<file path="config.mk">
export PLATFORM = sky130hd
export DESIGN_NAME = encoder_query_controller_unit_flat
export DESIGN_NICKNAME = d
export VERILOG_FILES = /design/src/hw/rtl/eqc_pkg.sv /design/src/hw/rtl/eqc_chan_if.sv /design/src/hw/rtl/eqc_regs.sv /design/src/hw/rtl/eqc_front.sv /design/src/hw/rtl/eqc_fifo.sv /design/src/hw/rtl/eqc_back.sv /design/src/hw/rtl/encoder_query_controller_unit.sv /design/src/flat_wrapper.sv
export SDC_FILE = /design/constraint.sdc
export NUM_CORES = 1
export LEC_CHECK = 0
export BUFFER_PORTS_ARGS = -buffer_cell sky130_fd_sc_hd__buf_4
export CAP_MARGIN = 20
export CORE_ASPECT_RATIO = 0.6
export CORE_MARGIN = 3
export CORE_UTILIZATION = 45
export DETAILED_ROUTE_END_ITERATION = 8
export HOLD_SLACK_MARGIN = 0.06
export PLACE_DENSITY = 0.76
export SETUP_SLACK_MARGIN = 0.4
export SLEW_MARGIN = 15
export SYNTH_ARGS = -nofsm -noshare
export SYNTH_HDL_FRONTEND = slang
export SYNTH_SLANG_ARGS = --single-unit
</file>
<file path="constraint.sdc">
create_clock -name clk -period 19.4 [get_ports clk]
set_clock_uncertainty 0.05 [all_clocks]
set_input_delay 3.88 -clock clk [delete_from_list [all_inputs] [get_ports clk]]
set_output_delay 3.88 -clock clk [all_outputs]
set_load 0.005 [all_outputs]
</file>
<file path="src/hw/rtl/eqc_pkg.sv">
`timescale 1ns / 1ps

package eqc_pkg;

  localparam int FRAME_BYTES_DEF = 12;
  localparam int QUEUE_DEPTH     = 4;
  localparam int ADDR_W          = 4;
  localparam int DATA_W          = 32;

  localparam logic [7:0]  CMD_BYTE     = 8'h1A;
  localparam logic [15:0] TIMEOUT_RST  = 16'd1000;
  localparam logic [15:0] INTERVAL_RST = 16'd200;
  localparam logic [16:0] OFFSET_RST   = 17'd7420;

  localparam logic signed [24:0] WRAP_SPAN = 25'sd131072;
  localparam logic signed [24:0] HALF_SPAN = 25'sd65536;

  localparam logic [1:0] REG_TIMEOUT  = 2'd0;
  localparam logic [1:0] REG_INTERVAL = 2'd1;
  localparam logic [1:0] REG_OFFSET   = 2'd2;

  localparam logic [1:0] FUNC_TICK    = 2'd0;
  localparam logic [1:0] FUNC_REQUEST = 2'd1;
  localparam logic [1:0] FUNC_BYTE    = 2'd2;
  localparam logic [1:0] FUNC_READ    = 2'd3;

  typedef struct packed {
    logic [1:0] func;
    logic [7:0] rx_byte;
  } eqc_item_t;

  typedef struct packed {
    logic               accepted;
    logic               tx_valid;
    logic [7:0]         tx_byte;
    logic signed [23:0] angle;
    logic               frame_ready;
    logic               rx_busy;
    logic [31:0]        request_total;
    logic [31:0]        response_total;
    logic [31:0]        timeout_total;
    logic [31:0]        last_latency_us;
    logic [31:0]        max_latency_us;
  } eqc_result_t;

  typedef struct packed {
    logic [15:0] timeout_us;
    logic [15:0] interval_us;
    logic [16:0] angle_offset;
  } eqc_cfg_t;

  typedef struct packed {
    logic       tick;
    logic       request;
    logic       rx;
    logic       read;
    logic [7:0] rx_byte;
  } eqc_op_t;

endpackage

</file>
<file path="src/hw/rtl/eqc_chan_if.sv">
`timescale 1ns / 1ps

interface eqc_chan_if #(parameter type payload_t = logic);
  logic     valid;
  logic     ready;
  payload_t data;

  modport source (output valid, output data, input ready);
  modport sink (input valid, input data, output ready);
endinterface

</file>
<file path="src/hw/rtl/eqc_regs.sv">
`timescale 1ns / 1ps

module eqc_regs import eqc_pkg::*; (
  input  logic              clk,
  input  logic              rst,
  input  logic              psel,
  input  logic              penable,
  input  logic              pwrite,
  input  logic [ADDR_W-1:0] paddr,
  input  logic [DATA_W-1:0] pwdata,
  output logic [DATA_W-1:0] prdata,
  output logic              pready,
  output eqc_cfg_t          cfg
);

  logic wr_en;

  assign wr_en  = psel && penable && pwrite;
  assign pready = 1'b1;

  always_ff @(posedge clk) begin
    if (rst) begin
      cfg.timeout_us   <= TIMEOUT_RST;
      cfg.interval_us  <= INTERVAL_RST;
      cfg.angle_offset <= OFFSET_RST;
    end else if (wr_en) begin
      case (paddr[ADDR_W-1:2])
        REG_TIMEOUT: begin
          cfg.timeout_us <= pwdata[15:0];
        end
        REG_INTERVAL: begin
          cfg.interval_us <= pwdata[15:0];
        end
        REG_OFFSET: begin
          cfg.angle_offset <= pwdata[16:0];
        end
        default: begin
        end
      endcase
    end
  end

  always_comb begin
    prdata = '0;
    case (paddr[ADDR_W-1:2])
      REG_TIMEOUT: begin
        prdata = {16'd0, cfg.timeout_us};
      end
      REG_INTERVAL: begin
        prdata = {16'd0, cfg.interval_us};
      end
      REG_OFFSET: begin
        prdata = {15'd0, cfg.angle_offset};
      end
      default: begin
        prdata = '0;
      end
    endcase
  end

endmodule

</file>
<file path="src/hw/rtl/eqc_front.sv">
`timescale 1ns / 1ps

module eqc_front import eqc_pkg::*; (
  input  logic       clk,
  input  logic       rst,
  eqc_chan_if.sink   req,
  output logic       push,
  output eqc_op_t    push_op,
  input  logic       full
);

  logic    vld;
  eqc_op_t op;
  eqc_op_t op_next;

  assign req.ready = !vld || !full;
  assign push      = vld && !full;
  assign push_op   = op;

  always_comb begin
    op_next         = '0;
    op_next.rx_byte = req.data.rx_byte;
    case (req.data.func)
      FUNC_TICK: begin
        op_next.tick = 1'b1;
      end
      FUNC_REQUEST: begin
        op_next.request = 1'b1;
      end
      FUNC_BYTE: begin
        op_next.rx = 1'b1;
      end
      FUNC_READ: begin
        op_next.read = 1'b1;
      end
      default: begin
        op_next.tick = 1'b0;
      end
    endcase
  end

  always_ff @(posedge clk) begin
    if (rst) begin
      vld <= 1'b0;
    end else if (req.ready) begin
      vld <= req.valid;
    end
  end

  always_ff @(posedge clk) begin
    if (req.ready && req.valid) begin
      op <= op_next;
    end
  end

endmodule

</file>
<file path="src/hw/rtl/eqc_fifo.sv">
`timescale 1ns / 1ps

module eqc_fifo #(
  parameter int WIDTH = 8,
  parameter int DEPTH = 4
) (
  input  logic             clk,
  input  logic             rst,
  input  logic             push,
  input  logic [WIDTH-1:0] din,
  input  logic             pop,
  output logic [WIDTH-1:0] dout,
  output logic             full,
  output logic             empty
);

  localparam int PTR_W = (DEPTH > 1) ? $clog2(DEPTH) : 1;
  localparam int CNT_W = $clog2(DEPTH + 1);

  logic [WIDTH-1:0] mem [DEPTH];
  logic [PTR_W-1:0] wr_ptr;
  logic [PTR_W-1:0] rd_ptr;
  logic [CNT_W-1:0] count;

  assign full  = (count == CNT_W'(DEPTH));
  assign empty = (count == '0);
  assign dout  = mem[rd_ptr];

  always_ff @(posedge clk) begin
    if (rst) begin
      wr_ptr <= '0;
      rd_ptr <= '0;
      count  <= '0;
    end else begin
      if (push) begin
        wr_ptr <= (wr_ptr == PTR_W'(DEPTH - 1)) ? '0 : wr_ptr + 1'b1;
      end
      if (pop) begin
        rd_ptr <= (rd_ptr == PTR_W'(DEPTH - 1)) ? '0 : rd_ptr + 1'b1;
      end
      case ({push, pop})
        2'b10: begin
          count <= count + 1'b1;
        end
        2'b01: begin
          count <= count - 1'b1;
        end
        default: begin
          count <= count;
        end
      endcase
    end
  end

  always_ff @(posedge clk) begin
    if (push) begin
      mem[wr_ptr] <= din;
    end
  end

endmodule

</file>
<file path="src/hw/rtl/eqc_back.sv">
`timescale 1ns / 1ps

module eqc_back import eqc_pkg::*; #(
  parameter int FRAME_BYTES = FRAME_BYTES_DEF
) (
  input  logic      clk,
  input  logic      rst,
  input  eqc_cfg_t  cfg,
  input  logic      empty,
  input  eqc_op_t   op,
  output logic      pop,
  eqc_chan_if.source rsp
);

  localparam int IDX_W = $clog2(FRAME_BYTES);

  logic [31:0]      now_us;
  logic [31:0]      request_time;
  logic [31:0]      requests_sent;
  logic [31:0]      responses_seen;
  logic [31:0]      timeouts_seen;
  logic [31:0]      latency_last;
  logic [31:0]      latency_max;
  logic             busy;
  logic             ready_flag;
  logic [IDX_W-1:0] byte_index;
  logic [7:0]       frame_store [FRAME_BYTES];

  logic             out_vld;
  eqc_result_t      out_data;

  logic [31:0]      elapsed;
  logic             timed_out;
  logic             drop;
  logic             grant;
  logic             cap;
  logic             done;
  logic             read_hit;
  logic [22:0]      raw;
  logic signed [24:0] pos;
  logic signed [24:0] pos_wrap;

  logic [31:0]      now_next;
  logic [31:0]      requests_next;
  logic [31:0]      responses_next;
  logic [31:0]      timeouts_next;
  logic [31:0]      latency_last_next;
  logic [31:0]      latency_max_next;
  logic             busy_next;
  logic             ready_next;
  logic [IDX_W-1:0] byte_index_next;
  eqc_result_t      out_next;

  assign pop       = !empty && (!out_vld || rsp.ready);
  assign rsp.valid = out_vld;
  assign rsp.data  = out_data;

  assign elapsed   = now_us - request_time;
  assign timed_out = busy && (elapsed >= {16'd0, cfg.timeout_us});
  assign drop      = op.request && timed_out;
  assign grant     = op.request && !ready_flag && !(busy && !timed_out) &&
                     (elapsed >= {16'd0, cfg.interval_us});
  assign cap       = op.rx && busy;
  assign done      = cap && (byte_index == IDX_W'(FRAME_BYTES - 1));
  assign read_hit  = op.read && ready_flag;

  assign raw = {frame_store[5][6:0], frame_store[4], frame_store[3]};
  assign pos = $signed({2'b00, raw}) - $signed({8'd0, cfg.angle_offset});

  always_comb begin
    pos_wrap = pos;
    if (pos >= HALF_SPAN) begin
      pos_wrap = pos - WRAP_SPAN;
    end else if (pos < -HALF_SPAN) begin
      pos_wrap = pos + WRAP_SPAN;
    end
  end

  always_comb begin
    now_next          = now_us + {31'd0, op.tick};
    requests_next     = requests_sent + {31'd0, grant};
    timeouts_next     = timeouts_seen + {31'd0, drop};
    responses_next    = responses_seen + {31'd0, done};
    latency_last_next = done ? elapsed : latency_last;
    latency_max_next  = (done && (elapsed > latency_max)) ? elapsed : latency_max;

    busy_next = busy;
    if (grant) begin
      busy_next = 1'b1;
    end else if (drop || done) begin
      busy_next = 1'b0;
    end

    ready_next = ready_flag;
    if (done) begin
      ready_next = 1'b1;
    end else if (read_hit) begin
      ready_next = 1'b0;
    end

    byte_index_next = byte_index;
    if (grant || drop || done) begin
      byte_index_next = '0;
    end else if (cap) begin
      byte_index_next = byte_index + 1'b1;
    end

    out_next.accepted        = grant || read_hit;
    out_next.tx_valid        = grant;
    out_next.tx_byte         = grant ? CMD_BYTE : 8'd0;
    out_next.angle           = read_hit ? pos_wrap[23:0] : 24'sd0;
    out_next.frame_ready     = ready_next;
    out_next.rx_busy         = busy_next;
    out_next.request_total   = requests_next;
    out_next.response_total  = responses_next;
    out_next.timeout_total   = timeouts_next;
    out_next.last_latency_us = latency_last_next;
    out_next.max_latency_us  = latency_max_next;
  end

  always_ff @(posedge clk) begin
    if (rst) begin
      now_us         <= '0;
      request_time   <= '0;
      requests_sent  <= '0;
      responses_seen <= '0;
      timeouts_seen  <= '0;
      latency_last   <= '0;
      latency_max    <= '0;
      busy           <= 1'b0;
      ready_flag     <= 1'b0;
      byte_index     <= '0;
    end else if (pop) begin
      now_us         <= now_next;
      requests_sent  <= requests_next;
      responses_seen <= responses_next;
      timeouts_seen  <= timeouts_next;
      latency_last   <= latency_last_next;
      latency_max    <= latency_max_next;
      busy           <= busy_next;
      ready_flag     <= ready_next;
      byte_index     <= byte_index_next;
      if (grant) begin
        request_time <= now_us;
      end
    end
  end

  always_ff @(posedge clk) begin
    if (pop && cap) begin
      frame_store[byte_index] <= op.rx_byte;
    end
  end

  always_ff @(posedge clk) begin
    if (rst) begin
      out_vld <= 1'b0;
    end else if (pop) begin
      out_vld <= 1'b1;
    end else if (rsp.ready) begin
      out_vld <= 1'b0;
    end
  end

  always_ff @(posedge clk) begin
    if (pop) begin
      out_data <= out_next;
    end
  end

endmodule

</file>
<file path="src/hw/rtl/encoder_query_controller_unit.sv">
`timescale 1ns / 1ps

// Polling controller for a serial absolute encoder. Each word on req is one
// event (microsecond tick, request, received byte, position read) and yields
// exactly one word on rsp carrying the command byte to send, the decoded
// position and the running status and latency counters. A word is accepted
// every cycle while the queue has room; a result is registered once its word
// has moved from the front register through the event queue into the result
// register. The sustained rate of one word per cycle is set by the back end,
// which applies one event per cycle to the controller state while rsp is not
// stalled. Timeout, request interval and position offset sit at byte
// addresses 0, 4 and 8 of the APB port; the user must see that they are
// written only while no word is in flight, and the block does not enforce this.
module encoder_query_controller_unit import eqc_pkg::*; #(
  parameter int FRAME_BYTES = FRAME_BYTES_DEF
) (
  input  logic              clk,
  input  logic              rst,
  eqc_chan_if.sink          req,
  eqc_chan_if.source        rsp,
  input  logic              psel,
  input  logic              penable,
  input  logic              pwrite,
  input  logic [ADDR_W-1:0] paddr,
  input  logic [DATA_W-1:0] pwdata,
  output logic [DATA_W-1:0] prdata,
  output logic              pready
);

  localparam int OP_W = $bits(eqc_op_t);

  eqc_cfg_t        cfg;
  logic            push;
  eqc_op_t         push_op;
  logic            full;
  logic            empty;
  logic            pop;
  logic [OP_W-1:0] q_dout;
  eqc_op_t         q_op;

  assign q_op = q_dout;

  eqc_regs u_regs (
    .clk     (clk),
    .rst     (rst),
    .psel    (psel),
    .penable (penable),
    .pwrite  (pwrite),
    .paddr   (paddr),
    .pwdata  (pwdata),
    .prdata  (prdata),
    .pready  (pready),
    .cfg     (cfg)
  );

  eqc_front u_front (
    .clk     (clk),
    .rst     (rst),
    .req     (req),
    .push    (push),
    .push_op (push_op),
    .full    (full)
  );

  eqc_fifo #(
    .WIDTH (OP_W),
    .DEPTH (QUEUE_DEPTH)
  ) u_queue (
    .clk   (clk),
    .rst   (rst),
    .push  (push),
    .din   (push_op),
    .pop   (pop),
    .dout  (q_dout),
    .full  (full),
    .empty (empty)
  );

  eqc_back #(
    .FRAME_BYTES (FRAME_BYTES)
  ) u_back (
    .clk   (clk),
    .rst   (rst),
    .cfg   (cfg),
    .empty (empty),
    .op    (q_op),
    .pop   (pop),
    .rsp   (rsp)
  );

endmodule

</file>
<file path="src/flat_wrapper.sv">
// flat-port wrapper written by rule: the top's interface ports become plain ports
module encoder_query_controller_unit_flat import eqc_pkg::*;
#(
  parameter int FRAME_BYTES = FRAME_BYTES_DEF
)
  (clk, rst, psel, penable, pwrite, paddr, pwdata, prdata, pready, req_valid, req_data, req_ready, rsp_valid, rsp_data, rsp_ready);
  eqc_chan_if #(.payload_t(eqc_item_t)) req_i ();
  eqc_chan_if #(.payload_t(eqc_result_t)) rsp_i ();
  input  logic clk;
  input  logic rst;
  input  logic psel;
  input  logic penable;
  input  logic pwrite;
  input  logic [ADDR_W-1:0] paddr;
  input  logic [DATA_W-1:0] pwdata;
  output logic [DATA_W-1:0] prdata;
  output logic pready;
  input wire logic [$bits(req_i.valid)-1:0] req_valid;
  input wire logic [$bits(req_i.data)-1:0] req_data;
  output wire logic [$bits(req_i.ready)-1:0] req_ready;
  output wire logic [$bits(rsp_i.valid)-1:0] rsp_valid;
  output wire logic [$bits(rsp_i.data)-1:0] rsp_data;
  input wire logic [$bits(rsp_i.ready)-1:0] rsp_ready;
  assign req_i.valid = req_valid;
  assign req_i.data = req_data;
  assign req_ready = req_i.ready;
  assign rsp_valid = rsp_i.valid;
  assign rsp_data = rsp_i.data;
  assign rsp_i.ready = rsp_ready;
  encoder_query_controller_unit #(.FRAME_BYTES(FRAME_BYTES)) u_core (.clk(clk), .rst(rst), .req(req_i), .rsp(rsp_i), .psel(psel), .penable(penable), .pwrite(pwrite), .paddr(paddr), .pwdata(pwdata), .prdata(prdata), .pready(pready));
endmodule
</file>
# Yosys cells after proc, flatten, opt, wreduce, memory -nomap -nowiden
# Memories as Yosys holds them, arrays and structs flattened. A register that Yosys moved wholly into a read port is not among the register bits.
# Index checks and enable logic that the tools add are counted.
[totals]
register_bits = 496
inputBits = 53
out_inout_bits = 231
mem_count = 2
wordCells = 132
ram_bits = 144
[classes]
reduce_logical = 40
n_mux = 27
addsub = 13
n_lt_le_gt_ge = 5
eq_ne = 11
[memory_table]
columns = ["memory", "depth", "word_bits", "rd", "rd_ports_with_merged_regs", "write_ports", "line_no", "rtl"]
rows = [
  ["u_core.u_back.frame_store", 12, 8, 3, 0, 1, "eqc_back.sv:27", "logic [7:0] frame_store [FRAME_BYTES];"],
  ["u_core.u_queue.mem", 4, 12, 1, 1, 1, "eqc_fifo.sv:20", "logic [WIDTH-1:0] mem [DEPTH];"],
]
[ops]
columns = ["operator", "count"]
rows = [
  ["32-bit by 1-bit adder with 32-bit output", 4],
  ["32-bit by 16-bit greater-or-equal comparator with 1-bit output", 2],
  ["32-bit 2-to-1 mux", 2],
  ["17-bit one-hot mux with 3 select lines", 1],
  ["24-bit 2-to-1 mux", 2],
  ["32-bit > comparator", 1],
  ["32-bit subtractor", 1],
  ["24-bit by 19-bit adder with 24-bit output (second input constant)", 1],
  ["24-bit by 18-bit greater-or-equal comparator with 1-bit output (second input constant)", 1],
  ["24-bit by 17-bit less-than comparator with 1-bit output (second input constant)", 1],
  ["23-bit by 17-bit subtractor with 24-bit output", 1],
  ["24-bit by 19-bit subtractor with 24-bit output (second input constant)", 1],
  ["1-bit logical AND", 16],
  ["1-bit 2-to-1 mux", 14],
  ["2-bit equality test (second input constant)", 6],
  ["2-bit AND reduction", 5],
  ["2-bit 2-to-1 mux", 4],
  ["4-bit 2-to-1 mux", 2],
  ["1-bit logical NOT", 7],
  ["2-bit by 1-bit equality test with 1-bit output (second input constant)", 3],
  ["1-bit logical OR", 6],
  ["3-bit one-hot mux with 2 select lines", 1],
  ["2-bit nonzero test", 3],
  ["5-bit 2-to-1 mux", 1],
  ["8 further kinds", 10],
]

# Depth between registers and ports, before layout
[depth]
ltp_word = 12
ltp_mapped = 31
ltp_nobuf = 31

# Modules after synthesis
# Synthesis repeated with hierarchy kept, for this count alone.
[unflattened]
hier_cells = 2709
area_unflattened_um2 = 27584.0
[modules_own_cells]
columns = ["mod", "n_inst", "area_each_um2", "cells_each", "seq_area_each_um2"]
rows = [
  ["eqc_back", 1, 22507.8, 2312, 10960.5],
  ["eqc_regs", 1, 2462.4, 265, 980.9],
  ["eqc_fifo", 1, 2183.3, 110, 1621.6],
  ["eqc_front", 1, 430.4, 22, 380.4],
]

# Worst setup path before layout
# OpenSTA, ideal clock, no wires.
[synth_path]
path_type = "input port to flip-flop"
startpoint = "input port rsp_ready"
endpoint = "register u_core.u_queue.count[2]"
path_stages = 12
path_slack_ns = 7.537
path_buffers = 3
t_arrival_ns = 11.743
setup_time_ns = 0.070
required_ns = 19.280
path_cell_list = "inv_1 > a21o_2 > clkbuf_8 > inv_2 > clkbuf_1 > buf_1 > ha_1 > inv_1 > fa_1 > xor2_1 > or3_1 > a21oi_1"
[synth_via]
elab_chain_cells = 4
word_cells_on_any_way = 6
cone_classes = "eq/ne (2); mux (1); reduce/logical (3)"
[synth_rtl]
columns = ["item", "line_no", "rtl"]
rows = [
  ["start, declared", "flat_wrapper.sv:23", "input wire logic [$bits(rsp_i.ready)-1:0] rsp_ready;"],
  ["1-bit logical OR (*)", "eqc_back.sv:54", "assign pop = !empty && (!out_vld || rsp.ready);"],
  ["1-bit logical AND (*)", "eqc_back.sv:54", ""],
  ["via u_core.pop", "encoder_query_controller_unit.sv:37", "logic pop;"],
  ["2-bit by 1-bit equality test with 1-bit output / 2-bit equality test (equally long branches)", "eqc_fifo.sv:41", "case ({push, pop})"],
  ["3-bit one-hot mux with 2 select lines / 2-bit nonzero test (equally long branches)", "-", ""],
  ["end signal, assigned", "eqc_fifo.sv:43", "count <= count + 1'b1;"],
  ["end signal, assigned", "eqc_fifo.sv:46", "count <= count - 1'b1;"],
  ["end signal, assigned", "eqc_fifo.sv:49", "count <= count;"],
  ["end, declared", "eqc_fifo.sv:23", "logic [CNT_W-1:0] count;"],
]
# The timed path passes the listed nets; every way through them passes the cells marked *.
# A chain may end at the register's enable or synchronous reset.

# Worst setup path in the final report
[layout_path]
startpoint = "input port paddr[3]"
endpoint = "output port prdata[10]"
[layout_via]
elab_chain_cells = 2
word_cells_on_any_way = 4
cone_classes = "eq/ne (2); mux (1); reduce/logical (1)"
[layout_rtl]
columns = ["item", "line_no", "rtl"]
rows = [
  ["start, declared", "flat_wrapper.sv:14", "input logic [ADDR_W-1:0] paddr;"],
  ["2-bit equality test, or another cell as far along", "eqc_regs.sv:45", "case (paddr[ADDR_W-1:2])"],
  ["17-bit one-hot mux with 3 select lines (*)", "eqc_regs.sv:45", ""],
  ["end, declared", "flat_wrapper.sv:16", "output logic [DATA_W-1:0] prdata;"],
]
# Mark *: on every way between the ends. The rest lies on a longest branch, timed or not.

==> results.sh <==
export IMPL_port_buffers=245
export IMPL_maxCapViolCount=0
export IMPL_switching_share=0.312
export IMPL_die_area_sq_um=64600
export IMPL_diodes=0
export IMPL_worst_pin_slew_ns=1.19
export IMPL_holdBufCountCts=0
export IMPL_status="complete, no violations"
export IMPL_hp_start="u_core.u_back.latency_last[13]"
export IMPL_syn_area_sq_um=27700
export IMPL_synth_top_cell_by_area="edfxtp_1"
export IMPL_rsz0062_at_grt="false"
export IMPL_drc=0
export IMPL_hp_class="register to register"
export IMPL_fin_nets=3144
export IMPL_htreeDepth=2
export IMPL_cts_setup_buffers=0
export IMPL_syn_avg_cell_area_sq_um=10.1
export IMPL_gr_total_overflow=0
export IMPL_worstSetupPathType="primary input to primary output"
export IMPL_grt_start_max_net_pins=195
export IMPL_yosysMostFrequentCell="nand2_1"
export IMPL_drive_gt1_frac=0.154
export IMPL_routed_via_density=5.31
export IMPL_dieHeight_um=198
export IMPL_r2r_cells=26
export IMPL_arrival_ns=5.03
export IMPL_power_internal_mw=2.55
export IMPL_grt_pass1_wl_um=103000
export IMPL_whs_path_depth=2
export IMPL_comb_power_share=0.276
export IMPL_syn_inst=2745
export IMPL_syn2layout_area_growth_pct=15.4
export IMPL_io_pins=284
export IMPL_cts_buffer_depth=3
export IMPL_setup_viol=0
export IMPL_pre_cts_ws_ns=10.52
export IMPL_switchingPower_mw=1.16
export IMPL_synthTopCellsByArea="edfxtp_1 (29%), dfxtp_1 (21%), ha_1 (5.9%), nand2_1 (4.6%), xor2_1 (4.1%)"
export IMPL_synth_commonest_cells="nand2_1 (342), dfxtp_1 (290), nor2_1 (287)"
export IMPL_min_period_ns=8.96
export IMPL_yosys_warnings=0
export IMPL_cts_tree="yes"
export IMPL_ant_nets=0
export IMPL_clockRootBuffer="clkbuf_16"
export IMPL_synth_cell_types=95
export IMPL_hold_violations=0
export IMPL_wl_um=66400
export IMPL_synth_edf_count=271
export IMPL_fill_cells=5232
export IMPL_start_util=0.461
export IMPL_cts_reportedPaths_clkPinSlew_ns=0.06
export IMPL_coreArea_sq_um=60000
export IMPL_post_cts_resized=0
export IMPL_cp_start_kind="primary input"
export IMPL_maxSlewHeadroom=0.206
export IMPL_drt_iter0_markers=1896
export IMPL_worstSetupStartpoint="paddr[3]"
export IMPL_fp_dieW_um=326
export IMPL_powerDensity_nw_per_um2=116
export IMPL_dp_hpwl_um=46700
export IMPL_r2r_slack_ns=11.81
export IMPL_firstDrtPassIters=8
export IMPL_clk_latency_ns=0.60
export IMPL_timing_final_crit_share=0.462
export IMPL_antenna_found_initial=0
export IMPL_vias=20279
export IMPL_fin_setup_tns_ns=0
export IMPL_num_rows=69
export IMPL_ir_worst_vdd_v=0.000112
export IMPL_grtUsageTotal=0.199
export IMPL_p_leak_nw=13.1
export IMPL_wire_per_inst_um=17.4
export IMPL_timing_rr_start="u_core.u_back.now_us[0]"
export IMPL_cts_buffers=53
export IMPL_async_reset_ff_frac=0
export IMPL_cp_end_kind="primary output"
export IMPL_drv_slew=0
export IMPL_gp_congestion=0.945
export IMPL_grt_pass1_vias=18385
export IMPL_worstPathMaxFanout=21
export IMPL_synth_top_area_frac=0.294
export IMPL_synth_top_flop_cell="dfxtp_1"
export IMPL_ys_seq_area_frac=0.504
export IMPL_clkPwrFrac=0.285
export IMPL_cts_sinks=561
export IMPL_yosys_register_bits=561
export IMPL_layout_setup_ws_ns=10.44
export IMPL_max_freq_mhz=112
export IMPL_seqPwrFrac=0.439
export IMPL_required_ns=15.47
## stage by stage
stage                     power [mW]   util  cell area [sq um]  instances  hold slack (ns)
after global routing            3.89  0.532              31900       3818            0.427
final                           3.71  0.532              31900       3818            0.401
after floorplan                 2.20      -              27700       2764            0.384
after detailed placement        2.68  0.502              30100       3717            0.394
after CTS                       3.74  0.531              31900       3816            0.403
after global placement          2.67  0.502              30100       3717            0.389
## cells in the final DEF (no fill, tap or decap), types with 29 or more instances in the layout
cell	Yosys	final
nand2_1	342	342
dfxtp_1	290	290
nor2_1	287	287
edfxtp_1	271	271
buf_4	25	268
a21oi_1	172	172
inv_1	148	148
ha_1	130	130
xor2_1	128	128
o21ai_0	103	103
xnor2_1	93	93
mux2i_1	81	81
nand3_1	73	73
mux2_2	59	59
clkbuf_16	0	55
nor3_1	49	48
or3_1	42	42
nand4_1	34	34
and3_1	34	34
a21o_1	29	29
## power groups by stage
| stage | clock network (mW) | logic [mW] | registers (mW) |
|---|---|---|---|
| after floorplan | 0 | 0.484 | 1.71 |
| after global placement | 0 | 1.01 | 1.65 |
| after detailed placement | 0 | 1.02 | 1.65 |
| after CTS | 1.08 | 1.03 | 1.63 |
| after global routing | 1.13 | 1.11 | 1.65 |
| final | 1.06 | 1.02 | 1.63 |
## path summary, 6_finish.rpt
kind	end
setup / recovery	prdata[10]
hold / removal	u_core.u_back.latency_last[13]
setup reg to reg	u_core.u_back.timeouts_seen[28]
hold reg to reg	u_core.u_back.latency_last[13]
## flip-flops by register name (all words and copies together) (netlist names), 3 cells and up, named ones only
| register | flops |
|---|---|
| u_core.u_front.push_op | 12 |
| u_core.u_back.byte_index | 4 |
| u_core.u_back.now_us | 32 |
| u_core.u_back.rsp.data | 188 |
| u_core.u_back.latency_max | 32 |
| u_core.u_regs.cfg | 49 |
| u_core.u_back.request_time | 32 |
| u_core.u_back.latency_last | 32 |
| u_core.u_queue.mem | 48 |
| u_core.u_back.requests_sent | 32 |
| u_core.u_queue.count | 3 |
| u_core.u_back.responses_seen | 32 |
| u_core.u_back.frame_store | 23 |
| u_core.u_back.timeouts_seen | 32 |
## kinds of logic (layout without fill, tap and decap cells)
kind of cell    count (synthesis)  in the layout  share of synthesized area
simple gates                  955            955                      0.157
fa+ha+maj                     133            133                     0.0610
xor+xnor                      221            221                     0.0700
flops                         561            561                      0.504
buf+inv                       283            521                     0.0468
mux                           152            152                     0.0631
other cells                     2             21                   0.000272
compound gates                438            438                     0.0976
## area by class of cell
type,instances,area (sq um),area share
repair buffers,272,2090,0.0656
flip-flops and latches,561,13900,0.437
clock inverters,32,323,0.0101
multi-input cells,1920,12500,0.392
inverters,150,571,0.0179
clock buffers,67,1450,0.0455
well taps,816,1020,0.0320
## critical path, stage by stage
cell	delay [ns]
buf_4	0.25
nor2b_1	0.17
buf_4	0.27
nand2_1	0.08
o21ai_0	0.17
buf_4	0.19
## metal layers
layer  share of wire  up-vias  global-route usage
li1                -     9992                   -
met1            0.49     9607               0.303
met2            0.42      578               0.288
met3           0.072      102              0.0401
met4           0.024        0              0.0523
met5               0        -                   0
No activity file was read; power rests on OpenSTA's default activity.
